$ cat src/sv/nal_ue_pkg.sv
// Shared types and constants for the NAL unit extractor.
package nal_ue_pkg;

   localparam int MaxRes = 4;

   typedef enum logic [1:0] {
      PH_SEEK = 2'd0,
      PH_NAL  = 2'd1,
      PH_DROP = 2'd2
   } phase_type;

   localparam logic [1:0] ERR_NONE     = 2'd0;
   localparam logic [1:0] ERR_NO_START = 2'd1;
   localparam logic [1:0] ERR_SHORT    = 2'd2;

   typedef struct packed {
      logic [7:0] out_byte;
      logic       has_byte;
      logic       nal_done;
      logic [1:0] error_code;
      logic       run_last;
   } res_word_type;

   typedef struct packed {
      logic [2:0]                        cnt;
      res_word_type [MaxRes-1:0]         words;
   } res_set_type;

endpackage

$ cat src/sv/nal_ue_core.sv
// Start code tracking, look-ahead window and escape removal for one input byte.
module nal_ue_core (
   input  logic                     clock,
   input  logic                     reset,
   input  logic                     step,
   input  logic [7:0]               in_byte,
   input  logic                     in_last,
   output nal_ue_pkg::res_set_type  res_set
);

   nal_ue_pkg::phase_type phase_ff, phase_in;
   logic [1:0]            pc_ff, pc_in;
   logic [1:0]            fill_ff, fill_in;
   logic [1:0]            esc_ff, esc_in;
   logic [1:0]            nbc_ff, nbc_in;
   logic [2:0][7:0]       win_ff, win_in;

   logic [3:0][7:0]       rel_v;
   logic [2:0]            rel_cnt;
   logic                  held_zero;
   logic [1:0]            nbc_inc;
   logic                  want_done;
   logic                  clr_esc;
   logic [1:0]            err;
   logic                  ok;
   logic                  found;
   logic [1:0]            esc_v;
   logic [2:0]            n;

   always_comb begin
      phase_in  = phase_ff;
      pc_in     = pc_ff;
      fill_in   = fill_ff;
      nbc_in    = nbc_ff;
      win_in    = win_ff;
      rel_v     = '0;
      rel_cnt   = 3'd0;
      want_done = 1'b0;
      clr_esc   = 1'b0;
      err       = nal_ue_pkg::ERR_NONE;
      ok        = 1'b0;
      found     = 1'b0;
      nbc_inc   = (nbc_ff < 2'd2) ? nbc_ff + 2'd1 : nbc_ff;
      held_zero = 1'b1;
      for (int i = 0; i < 3; i++) begin
         if (2'(i) < fill_ff && win_ff[i] != 8'd0) begin
            held_zero = 1'b0;
         end
      end

      case (phase_ff)
         nal_ue_pkg::PH_NAL: begin
            nbc_in = nbc_inc;
            if (in_byte == 8'd1 && held_zero && fill_ff >= 2'd2) begin
               // A start code closes this unit and opens the next one.
               want_done = 1'b1;
               fill_in   = 2'd0;
               clr_esc   = 1'b1;
               nbc_in    = 2'd0;
               if (in_last) begin
                  err      = nal_ue_pkg::ERR_SHORT;
                  phase_in = nal_ue_pkg::PH_SEEK;
                  pc_in    = 2'd0;
               end
            end else if (in_last && nbc_inc < 2'd2) begin
               err      = nal_ue_pkg::ERR_SHORT;
               phase_in = nal_ue_pkg::PH_SEEK;
               pc_in    = 2'd0;
               fill_in  = 2'd0;
               clr_esc  = 1'b1;
               nbc_in   = 2'd0;
            end else begin
               if (in_byte == 8'd0) begin
                  if (!held_zero) begin
                     for (int i = 0; i < 3; i++) begin
                        if (2'(i) < fill_in && rel_cnt < 3'd4) begin
                           rel_v[rel_cnt[1:0]] = win_in[i];
                           rel_cnt = rel_cnt + 3'd1;
                        end
                     end
                     fill_in = 2'd0;
                  end
                  if (fill_in == 2'd3) begin
                     if (rel_cnt < 3'd4) begin
                        rel_v[rel_cnt[1:0]] = win_in[0];
                        rel_cnt = rel_cnt + 3'd1;
                     end
                     win_in[0] = win_in[1];
                     win_in[1] = win_in[2];
                     fill_in   = 2'd2;
                  end
                  win_in[fill_in] = 8'd0;
                  fill_in = fill_in + 2'd1;
               end else if (nbc_inc == 2'd1 && !in_last && fill_in == 2'd0) begin
                  // Hold the first byte after a start code.
                  win_in[0] = in_byte;
                  fill_in   = 2'd1;
               end else begin
                  for (int i = 0; i < 3; i++) begin
                     if (2'(i) < fill_in && rel_cnt < 3'd4) begin
                        rel_v[rel_cnt[1:0]] = win_in[i];
                        rel_cnt = rel_cnt + 3'd1;
                     end
                  end
                  fill_in = 2'd0;
                  if (rel_cnt < 3'd4) begin
                     rel_v[rel_cnt[1:0]] = in_byte;
                     rel_cnt = rel_cnt + 3'd1;
                  end
               end
               if (in_last) begin
                  for (int i = 0; i < 3; i++) begin
                     if (2'(i) < fill_in && rel_cnt < 3'd4) begin
                        rel_v[rel_cnt[1:0]] = win_in[i];
                        rel_cnt = rel_cnt + 3'd1;
                     end
                  end
                  want_done = 1'b1;
                  phase_in  = nal_ue_pkg::PH_SEEK;
                  pc_in     = 2'd0;
                  fill_in   = 2'd0;
                  clr_esc   = 1'b1;
                  nbc_in    = 2'd0;
               end
            end
         end
         nal_ue_pkg::PH_SEEK: begin
            if (pc_ff < 2'd2) begin
               ok = (in_byte == 8'd0);
            end else if (pc_ff == 2'd2) begin
               found = (in_byte == 8'd1);
               ok    = (in_byte == 8'd0);
            end else begin
               found = (in_byte == 8'd1);
            end
            if (found) begin
               phase_in = nal_ue_pkg::PH_NAL;
               fill_in  = 2'd0;
               clr_esc  = 1'b1;
               nbc_in   = 2'd0;
               if (in_last) begin
                  err      = nal_ue_pkg::ERR_SHORT;
                  phase_in = nal_ue_pkg::PH_SEEK;
                  pc_in    = 2'd0;
               end
            end else if (ok) begin
               pc_in = pc_ff + 2'd1;
               if (in_last) begin
                  err      = nal_ue_pkg::ERR_NO_START;
                  phase_in = nal_ue_pkg::PH_SEEK;
                  pc_in    = 2'd0;
                  fill_in  = 2'd0;
                  clr_esc  = 1'b1;
                  nbc_in   = 2'd0;
               end
            end else begin
               err     = nal_ue_pkg::ERR_NO_START;
               pc_in   = 2'd0;
               fill_in = 2'd0;
               clr_esc = 1'b1;
               nbc_in  = 2'd0;
               phase_in = in_last ? nal_ue_pkg::PH_SEEK : nal_ue_pkg::PH_DROP;
            end
         end
         default: begin
            if (in_last) begin
               phase_in = nal_ue_pkg::PH_SEEK;
               pc_in    = 2'd0;
               fill_in  = 2'd0;
               clr_esc  = 1'b1;
               nbc_in   = 2'd0;
            end
         end
      endcase

      // Released bytes pass the emulation prevention filter in order.
      res_set = '0;
      n       = 3'd0;
      esc_v   = esc_ff;
      for (int j = 0; j < 4; j++) begin
         if (3'(j) < rel_cnt) begin
            if (rel_v[j] == 8'h03 && esc_v == 2'd2) begin
               esc_v = 2'd0;
            end else begin
               if (n < 3'd4) begin
                  res_set.words[n[1:0]].out_byte = rel_v[j];
                  res_set.words[n[1:0]].has_byte = 1'b1;
                  n = n + 3'd1;
               end
               if (rel_v[j] == 8'd0) begin
                  esc_v = (esc_v < 2'd2) ? esc_v + 2'd1 : 2'd2;
               end else begin
                  esc_v = 2'd0;
               end
            end
         end
      end
      if (want_done) begin
         if (n != 3'd0) begin
            res_set.words[2'(n - 3'd1)].nal_done = 1'b1;
         end else begin
            res_set.words[0].nal_done = 1'b1;
            n = 3'd1;
         end
      end
      if (err != nal_ue_pkg::ERR_NONE && n < 3'd4) begin
         res_set.words[n[1:0]].error_code = err;
         n = n + 3'd1;
      end
      if (n != 3'd0) begin
         res_set.words[2'(n - 3'd1)].run_last = 1'b1;
      end
      res_set.cnt = n;
      esc_in = clr_esc ? 2'd0 : esc_v;
   end

   always_ff @(posedge clock) begin
      if (reset) begin
         phase_ff <= nal_ue_pkg::PH_SEEK;
         pc_ff    <= 2'd0;
         fill_ff  <= 2'd0;
         esc_ff   <= 2'd0;
         nbc_ff   <= 2'd0;
      end else if (step) begin
         phase_ff <= phase_in;
         pc_ff    <= pc_in;
         fill_ff  <= fill_in;
         esc_ff   <= esc_in;
         nbc_ff   <= nbc_in;
      end
   end

   // Held bytes are only read below the fill count, so they need no reset.
   always_ff @(posedge clock) begin
      if (step) begin
         win_ff <= win_in;
      end
   end

endmodule

$ cat src/sv/nal_ue_outq.sv
// Result register holding the words of one input byte and handing them out one a cycle while rsp_stall is low.
module nal_ue_outq (
   input  logic                      clock,
   input  logic                      reset,
   input  logic                      load_req,
   input  nal_ue_pkg::res_set_type   res_set,
   input  logic                      rsp_stall,
   output logic                      can_load,
   output logic                      rsp_valid,
   output nal_ue_pkg::res_word_type  rsp_word
);

   logic [2:0]                                    cnt_ff, cnt_in;
   nal_ue_pkg::res_word_type [nal_ue_pkg::MaxRes-1:0] words_ff, words_in;
   logic                                          pop;
   logic                                          load;

   assign rsp_valid = (cnt_ff != 3'd0);
   assign rsp_word  = words_ff[0];
   assign pop       = rsp_valid && !rsp_stall;
   assign can_load  = (cnt_ff == 3'd0) || (cnt_ff == 3'd1 && pop);
   assign load      = load_req && can_load;

   always_comb begin
      cnt_in   = cnt_ff;
      words_in = words_ff;
      if (load) begin
         cnt_in   = res_set.cnt;
         words_in = res_set.words;
      end else if (pop) begin
         cnt_in = cnt_ff - 3'd1;
         for (int i = 0; i < nal_ue_pkg::MaxRes - 1; i++) begin
            words_in[i] = words_ff[i+1];
         end
      end
   end

   always_ff @(posedge clock) begin
      if (reset) begin
         cnt_ff <= 3'd0;
      end else begin
         cnt_ff <= cnt_in;
      end
   end

   always_ff @(posedge clock) begin
      words_ff <= words_in;
   end

`ifndef SYNTHESIS
   a_cnt_bound: assert property (@(posedge clock) disable iff (reset)
      cnt_ff <= 3'(nal_ue_pkg::MaxRes))
      else $error("result count above capacity");

   a_load_drained: assert property (@(posedge clock) disable iff (reset)
      load |-> (cnt_ff == 3'd0 || (cnt_ff == 3'd1 && pop)))
      else $error("new words loaded over pending words");

   a_tail_last: assert property (@(posedge clock) disable iff (reset)
      cnt_ff == 3'd1 |-> words_ff[0].run_last)
      else $error("final pending word lacks run_last");
`endif

endmodule

$ cat src/sv/nal_unit_extractor.sv
// Top level of the Annex B NAL unit extractor with emulation prevention removal.
// A byte accepted is held in the input register until the result register can load,
// and its result words are then presented from the result register.
// Throughput: one byte per cycle while each byte yields at most one word and rsp_stall is low; a
// byte that yields more words (up to 4) holds the input register until they drain through the single result port.
// Reset is synchronous and active high; it clears control state, not the window or other data registers.
module nal_unit_extractor (
   input  logic       clock,
   input  logic       reset,
   input  logic       req_valid,
   output logic       req_stall,
   input  logic [7:0] req_in_byte,
   input  logic       req_buffer_end,
   output logic       rsp_valid,
   input  logic       rsp_stall,
   output logic [7:0] rsp_out_byte,
   output logic       rsp_has_byte,
   output logic       rsp_nal_done,
   output logic [1:0] rsp_error_code,
   output logic       rsp_run_last
);

   logic                     in_vld_ff, in_vld_in;
   logic [7:0]               in_byte_ff;
   logic                     in_last_ff;
   logic                     can_load;
   logic                     step;
   logic                     accept;
   nal_ue_pkg::res_set_type  res_set;
   nal_ue_pkg::res_word_type rsp_word;

   assign step      = in_vld_ff && can_load;
   assign req_stall = in_vld_ff && !can_load;
   assign accept    = req_valid && !req_stall;
   assign in_vld_in = accept ? 1'b1 : (step ? 1'b0 : in_vld_ff);

   always_ff @(posedge clock) begin
      if (reset) begin
         in_vld_ff <= 1'b0;
      end else begin
         in_vld_ff <= in_vld_in;
      end
   end

   always_ff @(posedge clock) begin
      if (accept) begin
         in_byte_ff <= req_in_byte;
         in_last_ff <= req_buffer_end;
      end
   end

   nal_ue_core u_core (
      .clock   (clock),
      .reset   (reset),
      .step    (step),
      .in_byte (in_byte_ff),
      .in_last (in_last_ff),
      .res_set (res_set)
   );

   nal_ue_outq u_outq (
      .clock     (clock),
      .reset     (reset),
      .load_req  (in_vld_ff),
      .res_set   (res_set),
      .rsp_stall (rsp_stall),
      .can_load  (can_load),
      .rsp_valid (rsp_valid),
      .rsp_word  (rsp_word)
   );

   assign rsp_out_byte   = rsp_word.out_byte;
   assign rsp_has_byte   = rsp_word.has_byte;
   assign rsp_nal_done   = rsp_word.nal_done;
   assign rsp_error_code = rsp_word.error_code;
   assign rsp_run_last   = rsp_word.run_last;

`ifndef SYNTHESIS
   a_err_clean: assert property (@(posedge clock) disable iff (reset)
      (rsp_valid && rsp_error_code != nal_ue_pkg::ERR_NONE) |-> (!rsp_has_byte && !rsp_nal_done))
      else $error("error word carries a byte or an end mark");
`endif

endmodule
$ cat config.mk
export PLATFORM = sky130hd
export DESIGN_NAME = nal_unit_extractor
export DESIGN_NICKNAME = d
export VERILOG_FILES = /design/src/sv/nal_ue_pkg.sv /design/src/sv/nal_ue_core.sv /design/src/sv/nal_ue_outq.sv /design/src/sv/nal_unit_extractor.sv
export SDC_FILE = /design/constraint.sdc
export NUM_CORES = 1
export LEC_CHECK = 0
export ABC_AREA = 1
export BUFFER_PORTS_ARGS = -buffer_cell sky130_fd_sc_hd__buf_2
export CORE_ASPECT_RATIO = 0.5
export CORE_MARGIN = 2
export CORE_UTILIZATION = 60
export CTS_BUF_LIST = sky130_fd_sc_hd__clkbuf_8
export DETAILED_ROUTE_END_ITERATION = 8
export PLACE_DENSITY = 0.77
export RECOVER_POWER = 50
export REMOVE_ABC_BUFFERS = 1
export SYNTH_ARGS = -nofsm -noshare
export SYNTH_HDL_FRONTEND = slang
export SYNTH_HIERARCHICAL = 1
export SYNTH_SLANG_ARGS = --single-unit
$ cat constraint.sdc
create_clock -name clock -period 15.1 [get_ports clock]
set_input_delay 4.53 -clock clock [delete_from_list [all_inputs] [get_ports clock]]
set_output_delay 4.53 -clock clock [all_outputs]
set_load 0.02 [all_outputs]
* After elaboration in Yosys (flattened, before gate mapping)
Cells that the tools add are included.
Storage, ports and cells: flip-flop bits (word level) 99, latch bits 0, memory bits (writable) 0, memory bits (read-only) 0, word-level logic and storage cells 509, memories kept 0
Cells by class: $add $sub $neg 23, multiply operators 0, divide/modulo/power cells 0, magnitude comparators 63, equality and inequality tests 14, shift-type cells 0, multiplexer cells 309, bitwise logic cells 4, reduce and logical (&&, ||, !) cells 64
Operator list (count):
- two-way mux 32 bit | 47
- two-way mux 52 bit | 12
- bitwise mux 52 bit | 9
- bitwise mux 32 bit | 9
- demux 13 bit (select 2 bit) | 9
- two-way mux 3 bit | 74
- two-way mux 8 bit | 26
- demux 8 bit (select 2 bit) | 10
- two-way mux 16 bit | 9
- two-way mux 2 bit | 60
- two-way mux 39 bit | 2
- less-than comparator 2 x 3 -> 1 bit, second input constant | 16
- two-way mux 48 bit | 1
- logical AND 1 bit | 41
- zero test 8 bit | 5
- adder 3 x 1 -> 3 bit, second input constant | 13
- less-than comparator 3 bit, second input constant | 13
- two-way mux 13 bit | 3
- == test 8 x 2 -> 1 bit, second input constant | 4
- >= comparator 2 x 1 -> 1 bit, second input constant | 16
- two-way mux 1 bit | 26
- AND 24 bit | 1
- NOT 24 bit | 1
- nonzero test 8 bit | 3
- other kinds (26) | 67

* Logic depth before layout (Yosys ltp)
Gate-level depths: netlist of the first run.
depth after elaboration 89, gate-level depth with buffers 54, gate-level depth less buffers 53

* Hierarchy
The synthesis of the first run kept the hierarchy.
Modules (own cells, without submodules):
- nal_ue_core | times used 1, cells an instance 1135, area an instance 6601.3 um^2
- nal_ue_outq | times used 1, cells an instance 235, area an instance 2449.8 um^2
- nal_unit_extractor | times used 1, cells an instance 18, area an instance 326.6 um^2

* Least setup slack after synthesis of the first run
OpenSTA, ideal clock, no wires.
path kind input -> output, start point input port rsp_stall, end point output port req_stall, arrival time 4938 ps, required time 10570 ps, setup slack 5632 ps, stages 6, path buffers 0, cells stage by stage nor2_1 > nand2_1 > nand2_4 > inv_1 > nand2_2 > inv_2
On the way: cells in the longest elaborated chain, start to end 6
RTL lines:
- start, declared | RTL line nal_unit_extractor.sv:15 | input logic rsp_stall,
- zero test 1 bit | RTL line nal_ue_outq.sv:20 | assign pop = rsp_valid && !rsp_stall;
- logical AND 1 bit | RTL line nal_ue_outq.sv:20
- logical AND 1 bit | RTL line nal_ue_outq.sv:21 | assign can_load = (cnt_ff == 3'd0) || (cnt_ff == 3'd1 && pop);
- logical OR 1 bit | RTL line nal_ue_outq.sv:21
- named net can_load | RTL line nal_unit_extractor.sv:26 | logic can_load;
- zero test 1 bit | RTL line nal_unit_extractor.sv:33 | assign req_stall = in_vld_ff && !can_load;
- logical AND 1 bit | RTL line nal_unit_extractor.sv:33
- end, declared | RTL line nal_unit_extractor.sv:11 | output logic req_stall,
The timed path passes the listed nets, and every way through them passes these cells.

* Final worst setup path of the first run
Ends and elaborated chain as after synthesis.

==> impl_metrics.tcl, run 1 <==
set metrics [dict create \
    setup_tns_ns 0 \
    avgSynthCellArea_um2 6.76 \
    fmax_mhz 103 \
    whs_ns 0.473 \
    post-cts-setup-buffers 0 \
    yosysTopAreaCell "edfxtp_1" \
    grt_overflow 0 \
    multi_input_area_mm2 0.00551 \
    diodes 0 \
    clk_pin_slew_ns 0.12 \
    numCtsBuffers 9 \
    start_util_pct 61.2 \
    drtPass1Iterations 8 \
    hold_buffers 0 \
    drc 0 \
    vias 9453 \
    crit_path_start_kind "input pin" \
    coreArea_mm2 0.0153 \
    p_seq_share_pct 48.8 \
    cp_max_fo 5 \
    cts_resized 0 \
    syn_inst 1388 \
    clkPwrFrac_pct 19.2 \
    worst_slew_pin_slew_ns 2.03 \
    swShare_pct 38.9 \
    cts.htree.levels 3 \
    max-cap-violations 3 \
    relSlewSlack_pct -35.6 \
    drt-initial-drc-count 1331 \
    leakage_nw 4.10 \
    grt_pass1_vias 8590 \
    layout_min_cycle_time_ns 9.75 \
    ant_nets 0 \
    seq_area_frac_synth_pct 30.2 \
    finalSetupViolCount 0 \
    final_common_cell "nand2_1" \
    cts_tree "yes" \
    yosysWarningCount 6 \
    grt_start_max_net_pins 53 \
    layout_common_cells "nand2_1, nor2_1, inv_1" \
    period_share_pct 64.6 \
    critPathKind "in -> out" \
    cp.arrival_ns 5.22 \
    synth_cell_types 58 \
    areaGrowthSynthToFinish_pct 2.03 \
    final_hold_viol_count 0 \
    synth_top_area_share_pct 27.2 \
    ys_seq_elements 99 \
    seq_area_mm2 0.00283 \
    ir_drop_v 0.0000572 \
    die_h_um 92.4 \
    grt_usage_pct 36.1 \
    die_area_mm2 0.0167 \
    row_count 32 \
    outcome "complete, but fails checks" \
    synth_flop_cell "edfxtp_1" \
    grt_pass1_wl_um 47200 \
    reg2regPathDepth 46 \
    wl_per_cell_um 18.7 \
    violations "capacitance limit, slew limit" \
    cp.required_ns 10.57 \
    hold_class "reg -> reg" \
    routed_via_density 5.95 \
    power.density_mw_per_mm2 92.8 \
    antenna_found_initial 0 \
    io_buffer_count 27 \
    ioPinCount 28 \
    worstSetupEndpointType "output pin" \
    cts_buffer_depth 2 \
    place_hpwl_um 22700 \
    ys_async_sr_fraction_pct 0 \
    power.internal_mw 0.543 \
    die_x_um 181 \
    fin_worst_skew_ns 0.0185 \
    clk_latency_ns 0.40 \
    post_route_cells_drive_above_1_share_pct 9.03 \
    clock-root-buffer "clkbuf_8" \
    fillers 1423 \
    nNetsFinal 1431 \
    rsz0062_at_grt "no" \
    cts_sinks 99 \
    slew_viol_final 65 \
    netlist_top_cells_area "edfxtp_1, nand2_1, nor2_1, inv_1, ha_1" \
    synth_edf_count 85 \
    combPwrFrac_pct 32.0 \
    switchingPower_mw 0.345 \
    gp_congestion 1.02 \
    hold_depth 2 \
    synth.cell_area_mm2 0.00938 \
    wl_um 29700 \
]
area by class of cell:
class	count	area share, %
well taps	204	2.67
clock inverters	7	0.628
repair buffers	40	1.91
flip-flops and latches	99	29.6
clock buffers	9	1.29
multi-input cells	1070	57.6
inverters	160	6.28
worst paths after layout:
check | start | slack, ns | endpoint
max reg2reg | u_core/fill_ff[1]$_SDFFE_PP0P_ | 5.41 | u_outq/cnt_ff[2]$_SDFFE_PP0P_
min reg2reg | u_core/pc_ff[0]$_SDFFE_PP0P_ | 0.47 | u_core/pc_ff[0]$_SDFFE_PP0P_
min | u_core/pc_ff[0]$_SDFFE_PP0P_ | 0.47 | u_core/pc_ff[0]$_SDFFE_PP0P_
max | rsp_stall | 5.35 | req_stall
sequential cells by signal, indices dropped and copies added (netlist names):
register         count
u_core/pc_ff         2
u_core/win_ff       24
u_outq/cnt_ff        3
in_last_ff           1
u_core/fill_ff       2
u_core/phase_ff      2
u_core/nbc_ff        2
u_outq/words_ff     39
in_vld_ff            1
u_outq/rsp_word     13
in_byte_ff           8
u_core/esc_ff        2
per-layer routing:
layer / track usage, % / vias to the layer above / share of wire (%)
li1: - / 4611 / -
met1: 51.4 / 4300 / 45
met2: 55.2 / 492 / 42
met3: 9.40 / 50 / 11
met4: 8.00 / 0 / 1.7
met5: 0 / - / 0
kinds of logic after synthesis:
group / after synthesis / synth area share [%]
multiplexers: 2 / 0.213
AND/OR/NAND/NOR: 737 / 35.0
AO/OA/AOI/OAI: 292 / 19.1
buffers and inverters: 219 / 10.3
adder cells (fa/ha/maj): 38 / 5.07
flip-flops: 99 / 30.2
XOR/XNOR: 1 / 0.0934
cells in the mapped netlist (3+ instances only):
master / count
nor2_1: 136
o21bai_1: 3
dfxtp_1: 14
a211oi_1: 8
o21ai_1: 20
o21ai_2: 4
nand2_1: 446
buf_4: 17
edfxtp_1: 85
clkbuf_1: 18
o211ai_1: 24
nor3_1: 14
nand3_2: 7
o311ai_0: 5
a21oi_1: 55
a221oi_1: 4
nand3_1: 62
inv_1: 133
o2111ai_1: 5
a22oi_1: 4
nand2_2: 24
buf_6: 7
o31ai_1: 5
nand3_4: 4
nor2_2: 12
a32oi_1: 6
a21oi_2: 4
ha_1: 38
nand2_4: 9
o22ai_1: 27
inv_2: 26
buf_2: 14
a31oi_1: 14
o21ai_0: 94
nand4_1: 6
power by group through the flow:
stage,clock (mW),combinational (mW),sequential [mW]
2_1_floorplan,0,0.186,0.454
6_report,0.171,0.284,0.433
3_3_place_gp,0,0.280,0.431
3_5_place_dp,0,0.292,0.436
5_1_grt,0.183,0.316,0.440
4_1_cts,0.174,0.293,0.429
per-stage QoR:
step / util [%] / worst slack [ns] / instances / power, mW / area [µm²]
after detailed placement: 62.0 / 5.37 / 1573 / 0.727 / 9500
after floorplan: - / 5.63 / 1329 / 0.641 / 9010
after global placement: 62.0 / 5.37 / 1573 / 0.711 / 9500
final: 62.4 / 5.35 / 1589 / 0.887 / 9570
after CTS: 63.2 / 5.37 / 1589 / 0.896 / 9690
after global routing: 62.4 / 4.69 / 1589 / 0.939 / 9570
critical path, stage by stage:
cell	delay, ns
buf_2	0.10
nor2_1	0.07
nand2_1	0.06
nand2_1	0.13
inv_1	0.05
nand2_1	0.08
inv_1	0.05
buf_2	0.15
No activity file was read; power rests on OpenSTA's default activity.
==> run 2: changes to the inputs <==
Settings changed: CORE_UTILIZATION 60 to 59, PLACE_DENSITY 0.77 to 0.79.
Clock period 15.1 ns to 8.4 ns, I/O delays scaled along.
==> run 2 against run 1 <==
The run still ends with capacitance limit, slew limit left. Global-route usage up 1.5 points. Critical path type is now reg -> reg. Die area up 1.6%. Non-clock buffer count up 4. Critical endpoint is now u_outq/words_ff[26]$_DFFE_PP_. Count of clock-buffer cells in the layout unchanged. Utilization up 0.057 points.
==> impl_metrics.tcl, run 2 (synthesized netlist as in run 1, its figures left out) <==
set metrics [dict create \
    fmax_mhz 131 \
    grt_pass1_vias 8786 \
    cp_slowest_cell "dfxtp_2" \
    max_stage_delay_ns 0.51 \
    post_route_cells_drive_above_1_share_pct 10.3 \
    setup_tns_ns 0 \
    relSlewSlack_pct -34.5 \
    diodes 0 \
    cp.required_ns 8.67 \
    coreArea_mm2 0.0155 \
    antenna_found_initial 0 \
    fillers 1466 \
    grt_pass1_wl_um 48900 \
    final_hold_viol_count 0 \
    post-cts-setup-buffers 0 \
    cp_num_buf_inv 12 \
    grt_overflow 0 \
    cp_max_fo 12 \
    grt_start_max_net_pins 53 \
    die_area_mm2 0.0170 \
    routed_via_density 6.19 \
    areaGrowthSynthToFinish_pct 2.92 \
    numCtsBuffers 9 \
    power.density_mw_per_mm2 165 \
    cts_buffer_depth 2 \
    drtPass1Iterations 8 \
    largest_reg_flops 39 \
    cp_common_cell "nand2_1" \
    io_buffer_count 27 \
    hold_buffers 0 \
    largest-register "u_outq/words_ff" \
    seq_area_mm2 0.00284 \
    outcome "complete, but fails checks" \
    critPathKind "reg -> reg" \
    violations "capacitance limit, slew limit" \
    setup_slack_ns 0.744 \
    design_area_mm2 0.00965 \
    clock-root-buffer "clkbuf_8" \
    place_hpwl_um 23700 \
    worstSetupEndpointType "flip-flop" \
    layout_common_cells "nand2_1, nor2_1, inv_1" \
    grt_usage_pct 37.7 \
    row_count 32 \
    ioPinCount 28 \
    nNetsFinal 1435 \
    fin_worst_skew_ns 0.0227 \
    multi_input_area_mm2 0.00554 \
    ant_nets 0 \
    start_util_pct 60.7 \
    worst_slew_pin_slew_ns 2.02 \
    clk_pin_slew_ns 0.12 \
    crit_family "simple AND/OR/NAND/NOR gates" \
    die_h_um 93.1 \
    wl_per_cell_um 19.8 \
    layout_min_cycle_time_ns 7.66 \
    cts_tree "yes" \
    place_area_mm2 0.00954 \
    rsz0062_at_grt "no" \
    dpl_worst_slack_ns 0.669 \
    ir_drop_v 0.000107 \
    crit_path_start_kind "flip-flop" \
    drt-initial-drc-count 1558 \
    cts_sinks 99 \
    cp.arrival_ns 7.92 \
    cts.htree.levels 3 \
    leakage_nw 4.14 \
    final_common_cell "nand2_1" \
    gp_congestion 0.995 \
    max-cap-violations 1 \
    drc 0 \
    hold_class "reg -> reg" \
    slew_viol_final 40 \
    period_share_pct 91.1 \
    wl_um 31500 \
    finalSetupViolCount 0 \
    die_x_um 182 \
    vias 9857 \
    clk_latency_ns 0.41 \
]
[run 2: repair_timing]
action	CTS	global route
setup endpoints to repair	0	5
endpoints found under the hold margin	0	0
resized for setup	0	3
[run 2: path summary, 6_finish.rpt]
kind                                                startpoint                            end  slack [ns]  cells after the start
worst max-delay path            u_core/fill_ff[1]$_SDFFE_PP0P_  u_outq/words_ff[26]$_DFFE_PP_        0.74                     47
worst min register to register   u_core/nbc_ff[0]$_SDFFE_PP0P_  u_core/nbc_ff[0]$_SDFFE_PP0P_        0.47                      2
worst min-delay path             u_core/nbc_ff[0]$_SDFFE_PP0P_  u_core/nbc_ff[0]$_SDFFE_PP0P_        0.47                      2
worst max register to register  u_core/fill_ff[1]$_SDFFE_PP0P_  u_outq/words_ff[26]$_DFFE_PP_        0.74                     47
[run 2: tightest hold or removal path, stage by stage (launching register included)]
cell and delay [ns]:
dfxtp_1 0.33, nand2_1 0.06, a21oi_1 0.05
[run 2: per-stage QoR]
| stage | power, mW | util (%) | std cells | hold slack (ns) |
|---|---|---|---|---|
| floorplan | 1.15 | - | 1329 | 0.435 |
| global placement | 1.29 | 61.7 | 1577 | 0.450 |
| detailed placement | 1.31 | 61.7 | 1577 | 0.457 |
| CTS | 1.61 | 62.9 | 1593 | 0.476 |
| global route | 1.69 | 62.5 | 1593 | 0.500 |
| finish | 1.59 | 62.5 | 1593 | 0.474 |
[run 2: routing by layer]
metal	track usage [%]	share of wire, %	vias up
met5	0	0	-
met2	56.7	41	656
li1	-	-	4615
met4	11.0	2.8	0
met1	51.9	43	4498
met3	12.0	13	88
[run 2: where the power goes]
part	internal [mW]	switching [mW]
clock	0.113	0.191
sequential	0.729	0.0479
combinational	0.133	0.378
[run 2: area by class of cell]
class | instances | area share [%]
clock inverters | 7 | 0.609
flip-flops and latches | 99 | 29.4
clock buffers | 9 | 1.28
repair buffers | 44 | 2.42
multi-input cells | 1070 | 57.4
well taps | 204 | 2.64
inverters | 160 | 6.22
